$ cat src/rtl/fic_pkg.sv
package fic_pkg;

  localparam int MaxLenDefault = 32;
  localparam int ElemBits      = 8;
  localparam int CoefBits      = 21;
  localparam int IndexBits     = 6;
  localparam int ProdBits      = 2 * ElemBits;

  typedef enum logic [1:0] {
    ST_LOAD,
    ST_MAC,
    ST_DRAIN,
    ST_EMIT
  } state_e;

endpackage

$ cat src/rtl/fft_integer_convolution.sv
// Operation: after the word with tlast, each coefficient k is built by multiply-accumulate
// on one shared 8x8 multiplier in ST_MAC, one tap per element of a, then ST_DRAIN adds
// the last product; the coefficient then waits in the output register (ST_EMIT) until
// taken.
// Throughput: load words are taken one per cycle; no word is taken while a
// product is computed or emitted.
// Reset: rst_ni clears the sequencer, the element counts and the drop flag.
module fft_integer_convolution #(
  parameter int MAX_LEN = fic_pkg::MaxLenDefault
) (
  input  logic        clk_i,
  input  logic        rst_ni,
  // tdata: a_value[7:0], a_present[8], b_value[16:9], b_present[17], zero[23:18]
  input  logic [23:0] s_axis_tdata_i,
  input  logic        s_axis_tlast_i,   // batch_end
  input  logic        s_axis_tvalid_i,
  output logic        s_axis_tready_o,
  // tdata: coefficient[20:0], coeff_index[26:21], zero[31:27]
  output logic [31:0] m_axis_tdata_o,
  output logic        m_axis_tlast_o,   // run_end
  output logic        m_axis_tuser_o,   // dropped
  output logic        m_axis_tvalid_o,
  input  logic        m_axis_tready_i
);
  import fic_pkg::*;

  localparam int CntW = $clog2(MAX_LEN + 1);
  localparam int IdxW = (MAX_LEN > 1) ? $clog2(MAX_LEN) : 1;

  state_e state_q, state_d;

  // element stores, each read at one index per cycle
  logic [ElemBits-1:0] a_mem_q [MAX_LEN];
  logic [ElemBits-1:0] b_mem_q [MAX_LEN];
  logic [CntW-1:0]     a_cnt_q, b_cnt_q;
  logic                drop_q;

  logic [IndexBits-1:0] k_q;      // coefficient being built
  logic [IdxW-1:0]      i_q;      // index into a
  logic [ProdBits-1:0]  prod_q;   // registered product
  logic [CoefBits-1:0]  acc_q;
  logic                 empty_q;  // one zero result for an empty sequence

  logic [ElemBits-1:0]  a_val, b_val;
  logic                 a_pres, b_pres, s_fire, m_fire;
  logic [IndexBits:0]   diff, total, k_next;
  logic                 tap_ok, i_last;

  assign a_val  = s_axis_tdata_i[ElemBits-1:0];
  assign a_pres = s_axis_tdata_i[8];
  assign b_val  = s_axis_tdata_i[9 +: ElemBits];
  assign b_pres = s_axis_tdata_i[17];

  assign s_axis_tready_o = (state_q == ST_LOAD);
  assign s_fire          = s_axis_tvalid_i && s_axis_tready_o;
  assign m_axis_tvalid_o = (state_q == ST_EMIT);
  assign m_fire          = m_axis_tvalid_o && m_axis_tready_i;

  // b index is k - i; tap counts only where it lands inside b
  assign diff   = {1'b0, k_q} - (IndexBits+1)'(i_q);
  assign tap_ok = ({1'b0, k_q} >= (IndexBits+1)'(i_q)) &&
                  (diff < (IndexBits+1)'(b_cnt_q));
  assign i_last = (CntW'(i_q) == a_cnt_q - CntW'(1));
  assign total  = (IndexBits+1)'(a_cnt_q) + (IndexBits+1)'(b_cnt_q) - (IndexBits+1)'(1);
  assign k_next = {1'b0, k_q} + (IndexBits+1)'(1);

  assign m_axis_tdata_o = {5'b0, k_q, acc_q};
  assign m_axis_tlast_o = empty_q || (k_next == total);
  assign m_axis_tuser_o = drop_q;

  always_comb begin
    state_d = state_q;
    unique case (state_q)
      ST_LOAD: begin
        if (s_fire && s_axis_tlast_i) state_d = ST_MAC;
      end
      ST_MAC: begin
        if (empty_q)     state_d = ST_EMIT;
        else if (i_last) state_d = ST_DRAIN;
      end
      ST_DRAIN: state_d = ST_EMIT;
      ST_EMIT: begin
        if (m_fire) state_d = m_axis_tlast_o ? ST_LOAD : ST_MAC;
      end
      default: state_d = ST_LOAD;
    endcase
  end

  always_ff @(posedge clk_i or negedge rst_ni) begin
    if (!rst_ni) state_q <= ST_LOAD;
    else         state_q <= state_d;
  end

  // counts, drop flag and sequencer indexes
  always_ff @(posedge clk_i or negedge rst_ni) begin
    if (!rst_ni) begin
      a_cnt_q <= '0;
      b_cnt_q <= '0;
      drop_q  <= 1'b0;
      k_q     <= '0;
      i_q     <= '0;
      empty_q <= 1'b0;
    end else begin
      if (s_fire) begin
        if (a_pres && a_cnt_q < CntW'(MAX_LEN)) a_cnt_q <= a_cnt_q + CntW'(1);
        if (b_pres && b_cnt_q < CntW'(MAX_LEN)) b_cnt_q <= b_cnt_q + CntW'(1);
        // flag any element that finds its sequence full
        if ((a_pres && a_cnt_q >= CntW'(MAX_LEN)) ||
            (b_pres && b_cnt_q >= CntW'(MAX_LEN))) drop_q <= 1'b1;
        if (s_axis_tlast_i) begin
          k_q     <= '0;
          i_q     <= '0;
          // counts after this word's own elements
          empty_q <= ((a_cnt_q == '0) && !a_pres) || ((b_cnt_q == '0) && !b_pres);
        end
      end
      if (state_q == ST_MAC && !i_last && !empty_q) i_q <= i_q + IdxW'(1);
      if (m_fire) begin
        i_q <= '0;
        k_q <= k_next[IndexBits-1:0];
        if (m_axis_tlast_o) begin
          a_cnt_q <= '0;
          b_cnt_q <= '0;
          drop_q  <= 1'b0;
          empty_q <= 1'b0;
        end
      end
    end
  end

  // element stores and the shared multiply-accumulate unit
  always_ff @(posedge clk_i) begin
    if (s_fire && a_pres && a_cnt_q < CntW'(MAX_LEN)) a_mem_q[a_cnt_q[IdxW-1:0]] <= a_val;
    if (s_fire && b_pres && b_cnt_q < CntW'(MAX_LEN)) b_mem_q[b_cnt_q[IdxW-1:0]] <= b_val;
    unique case (state_q)
      ST_MAC: begin
        prod_q <= (tap_ok && !empty_q) ?
                  ProdBits'(a_mem_q[i_q] * b_mem_q[diff[IdxW-1:0]]) : '0;
        acc_q  <= acc_q + CoefBits'(prod_q);
      end
      ST_DRAIN: begin
        acc_q  <= acc_q + CoefBits'(prod_q);
        prod_q <= '0;
      end
      ST_EMIT: begin
        if (m_fire) acc_q <= '0;
      end
      default: begin
        // hold a clean accumulator for the first coefficient
        acc_q  <= '0;
        prod_q <= '0;
      end
    endcase
  end

  // never take and give words in the same cycle
  assert property (@(posedge clk_i) disable iff (!rst_ni)
    !(s_axis_tready_o && m_axis_tvalid_o))
    else $error("load and emit overlap");

  // an empty batch gives exactly one word, marked last
  assert property (@(posedge clk_i) disable iff (!rst_ni)
    (m_axis_tvalid_o && empty_q) |-> (m_axis_tlast_o && m_axis_tdata_o[20:0] == '0))
    else $error("empty batch result wrong");

  // the last word returns the block to loading
  assert property (@(posedge clk_i) disable iff (!rst_ni)
    (m_fire && m_axis_tlast_o) |=> (s_axis_tready_o && a_cnt_q == '0 && b_cnt_q == '0))
    else $error("state not cleared after run");

endmodule

$ cat config.mk
export PLATFORM = sky130hd
export DESIGN_NAME = fft_integer_convolution
export DESIGN_NICKNAME = d
export VERILOG_FILES = /design/src/rtl/fic_pkg.sv /design/src/rtl/fft_integer_convolution.sv
export SDC_FILE = /design/constraint.sdc
export NUM_CORES = 1
export LEC_CHECK = 0
export ABC_AREA = 1
export BUFFER_PORTS_ARGS = -buffer_cell sky130_fd_sc_hd__buf_2
export CORE_UTILIZATION = 45
export CTS_BUF_LIST = sky130_fd_sc_hd__clkbuf_4 sky130_fd_sc_hd__clkbuf_8
export CTS_CLUSTER_DIAMETER = 50
export DETAILED_ROUTE_END_ITERATION = 12
export GPL_ROUTABILITY_DRIVEN = 0
export GPL_TIMING_DRIVEN = 0
export PLACE_DENSITY = 0.62
export SLEW_MARGIN = 20
export SYNTH_ARGS = -nofsm -noshare
export SYNTH_HDL_FRONTEND = slang
export SYNTH_SLANG_ARGS = --single-unit
$ cat constraint.sdc
create_clock -name clk_i -period 6.1 [get_ports clk_i]
set_clock_uncertainty 0.05 [all_clocks]
set_input_delay 0.915 -clock clk_i [delete_from_list [all_inputs] [get_ports clk_i]]
set_output_delay 0.915 -clock clk_i [all_outputs]
set_load 0.03 [all_outputs]
==> out/qor.txt <==
Adder-Cell Fraction of Synth Area = 6.847%
CP endpoint kind = register
vias in the first global route = 20430
area grow syn2layout = 15.07%
Post-DRT Antenna Nets = 0
Synth Cell Area = 27670 um2
area of the multi-input gates = 9726 um2
Initial Util = 45.67%
CTS sink count = 576
Iteration-0 DRC Markers = 2371
fin nets = 2930
Slew Viols, Final = 0
hold_buf cts = 0
initial antenna violation count = 1
Slowest-stage cell, CP = fa_1
die width = 250.0 um
layout cells sized above 1 = 15.35%
Synth area leaders = edfxtp_1, nand2_1, nand3_1
Fillers = 5233
DP HPWL = 56560 um
Final period util = 98.88%
post-synthesis cell type count = 46
grt met2 use = 41.38%
Remaining DRCs = 0
Final Routed Wirelength = 85360 um
Top Ports = 65
#FFs+latches synth = 576
final setup fails = 0
cell count after synthesis = 2588
unrepaired setup endpoints after global routing = true
Vias/cell = 5.746
cell mode on critical path = fa_1
port bufs = 53
GR peak layer = met2
Max-cap violations = 0
WL/cell = 23.46 um
Min Clock Period, post-route = 6.032 ns
total gr overflow = 0
Non-Filler Instances = 3639
TritonRoute pass-1 iters = 6
crit-path max FO = 10
mux contribution to synthesized area = 0.03618%
Critical Path AT = 6.41 ns
Root Buffer = clkbuf_8
top cell type's share of synthesized area = 59.59%
main combinational cell family by area after synthesis = simple AND/OR/NAND/NOR gates
Max Fclk = 165.8 MHz
core area = 60580 um2
Slew @ Worst Pin = 1.123 ns
status = finished clean
worst slack at placement = -1.497 ns
crit path launch type = register
num rows = 90
first-pass GRT wire length = 126900 um
Fin. Hold Viols = 0
Hold Worst Slack = 0.1998 ns
Vias = 20910
xor and xnor area share after synthesis = 0.7915%
crit-path max cell delay = 0.54 ns
CP bufs+invs = 10
die footprint = 62480 um2
WP data required = 6.48 ns
placed cells = 3428
die height = 250.0 um
Total GRT Usage = 27.41%
HP Class = in2async
post-synth top area cell = edfxtp_1
Slew HR = 24.89%
sequential area share after synthesis = 62.03%
cts bufs inserted = 97
Clk Latency, worst-skew pair = 0.72 ns
CP Class = reg2reg
Worst-path clk slew = 0.07 ns
post-synthesis compound-gate area fraction = 7.594%
syn avg cell area = 10.69 um2
CTS tree = built
area occupied by registers = 17170 um2
worst setup margin = 0.06824 ns
GRT met3 Usage = 6.425%
setup tns final = 0 ns
simple-gate share of the synthesized area = 18.25%
GR Layer Usage met1 = 37.55%
CP top delay family = adder cells
most frequent cells in the layout = nand2_1, edfxtp_1, nand3_1
most common cell after layout, fill and taps aside = nand2_1
H-tree depth = 3
Synth warnings = 0
worst-case clock buffer depth = 3
largest net degree at the start of global routing = 33
-- per-layer routing --
layer / up-vias / share of wire, %
met5: - / 0
met4: 0 / 4.8
met3: 269 / 11
met2: 1233 / 44
met1: 9991 / 41
li1: 9417 / -
-- synth_stat cells, drive strengths merged --
cell	instances
or2	6
nor3b	3
ha	89
a21boi	3
nand3b	3
edfxtp	549
fa	39
o22ai	23
inv	156
nor4	1
a22oi	6
a21o	4
a22o	35
buf	102
xnor2	4
dfrtp	27
mux2i	1
a21oi	151
conb	1
nand3	294
nand4	12
o21a	7
a31oi	3
o31ai	1
and2	2
clkbuf	20
o21ai	119
xor2	18
clkinv	3
nor2	265
o21bai	2
nor3	8
o211ai	3
o221ai	7
nand2	621
-- layout make-up --
cell class,instances,share of cell area [%]
clock buffers,133,5.062
diodes,3,0.02358
flip-flops and latches,576,53.92
repair buffers,83,1.619
inverters,159,1.898
plain buffers,121,2.751
well taps,782,3.074
clock inverters,47,1.097
multi-input cells,1735,30.55
-- registers in the layout, summed over array words and instances, names as in the netlist --
register and cells:
acc_q 21, m_axis_tuser_o 1, i_q 5, a_mem_q 256, b_cnt_q 6, prod_q 16, empty_q 1, k_q 6
state_q 2, b_mem_q 256, a_cnt_q 6
-- logic make-up (layout without fill, tap and decap cells) --
group / after synthesis / count (layout)
flops: 576 / 576
buf+inv: 281 / 543
mux: 1 / 1
simple gates: 1215 / 1215
fa+ha+maj: 128 / 128
compound gates: 364 / 364
other cells: 1 / 8
xor+xnor: 22 / 22
-- worst paths after layout --
path	from	to	slack [ns]	cells after the start
hold reg to reg	state_q[1]$_DFFE_PN0P_	state_q[1]$_DFFE_PN0P_	0.52	2
setup / recovery	i_q[2]$_DFFE_PN0P_	prod_q[12]$_SDFFCE_PN0N_	0.07	29
min in group clk_i	state_q[1]$_DFFE_PN0P_	state_q[1]$_DFFE_PN0P_	0.52	2
setup reg to reg	i_q[2]$_DFFE_PN0P_	prod_q[12]$_SDFFCE_PN0N_	0.07	29
hold / removal	rst_ni	b_cnt_q[4]$_DFF_PN0_	0.20	1
max in group asynchronous	rst_ni	i_q[0]$_DFFE_PN0P_	5.29	1
-- per-stage QoR --
step	instance area, um2	utilization, %
4_1_cts	31480	51.96
5_1_grt	31830	52.54
6_report	31830	52.55
2_1_floorplan	27680	-
3_3_place_gp	28930	47.75
3_5_place_dp	28950	47.78
-- timing repair --
| action | 4_1_cts | 5_1_grt |
|---|---|---|
| resized for setup | 114 | 74 |
| pin swaps | 8 | 29 |
| setup buffers | 18 | 10 |
| setup endpoints to repair | 12 | 8 |
| cloned | 1 | 0 |
Power is left out: the tool's default activity adds up to more than one toggle a clock period on the data nets, which glitch-free logic cannot reach.
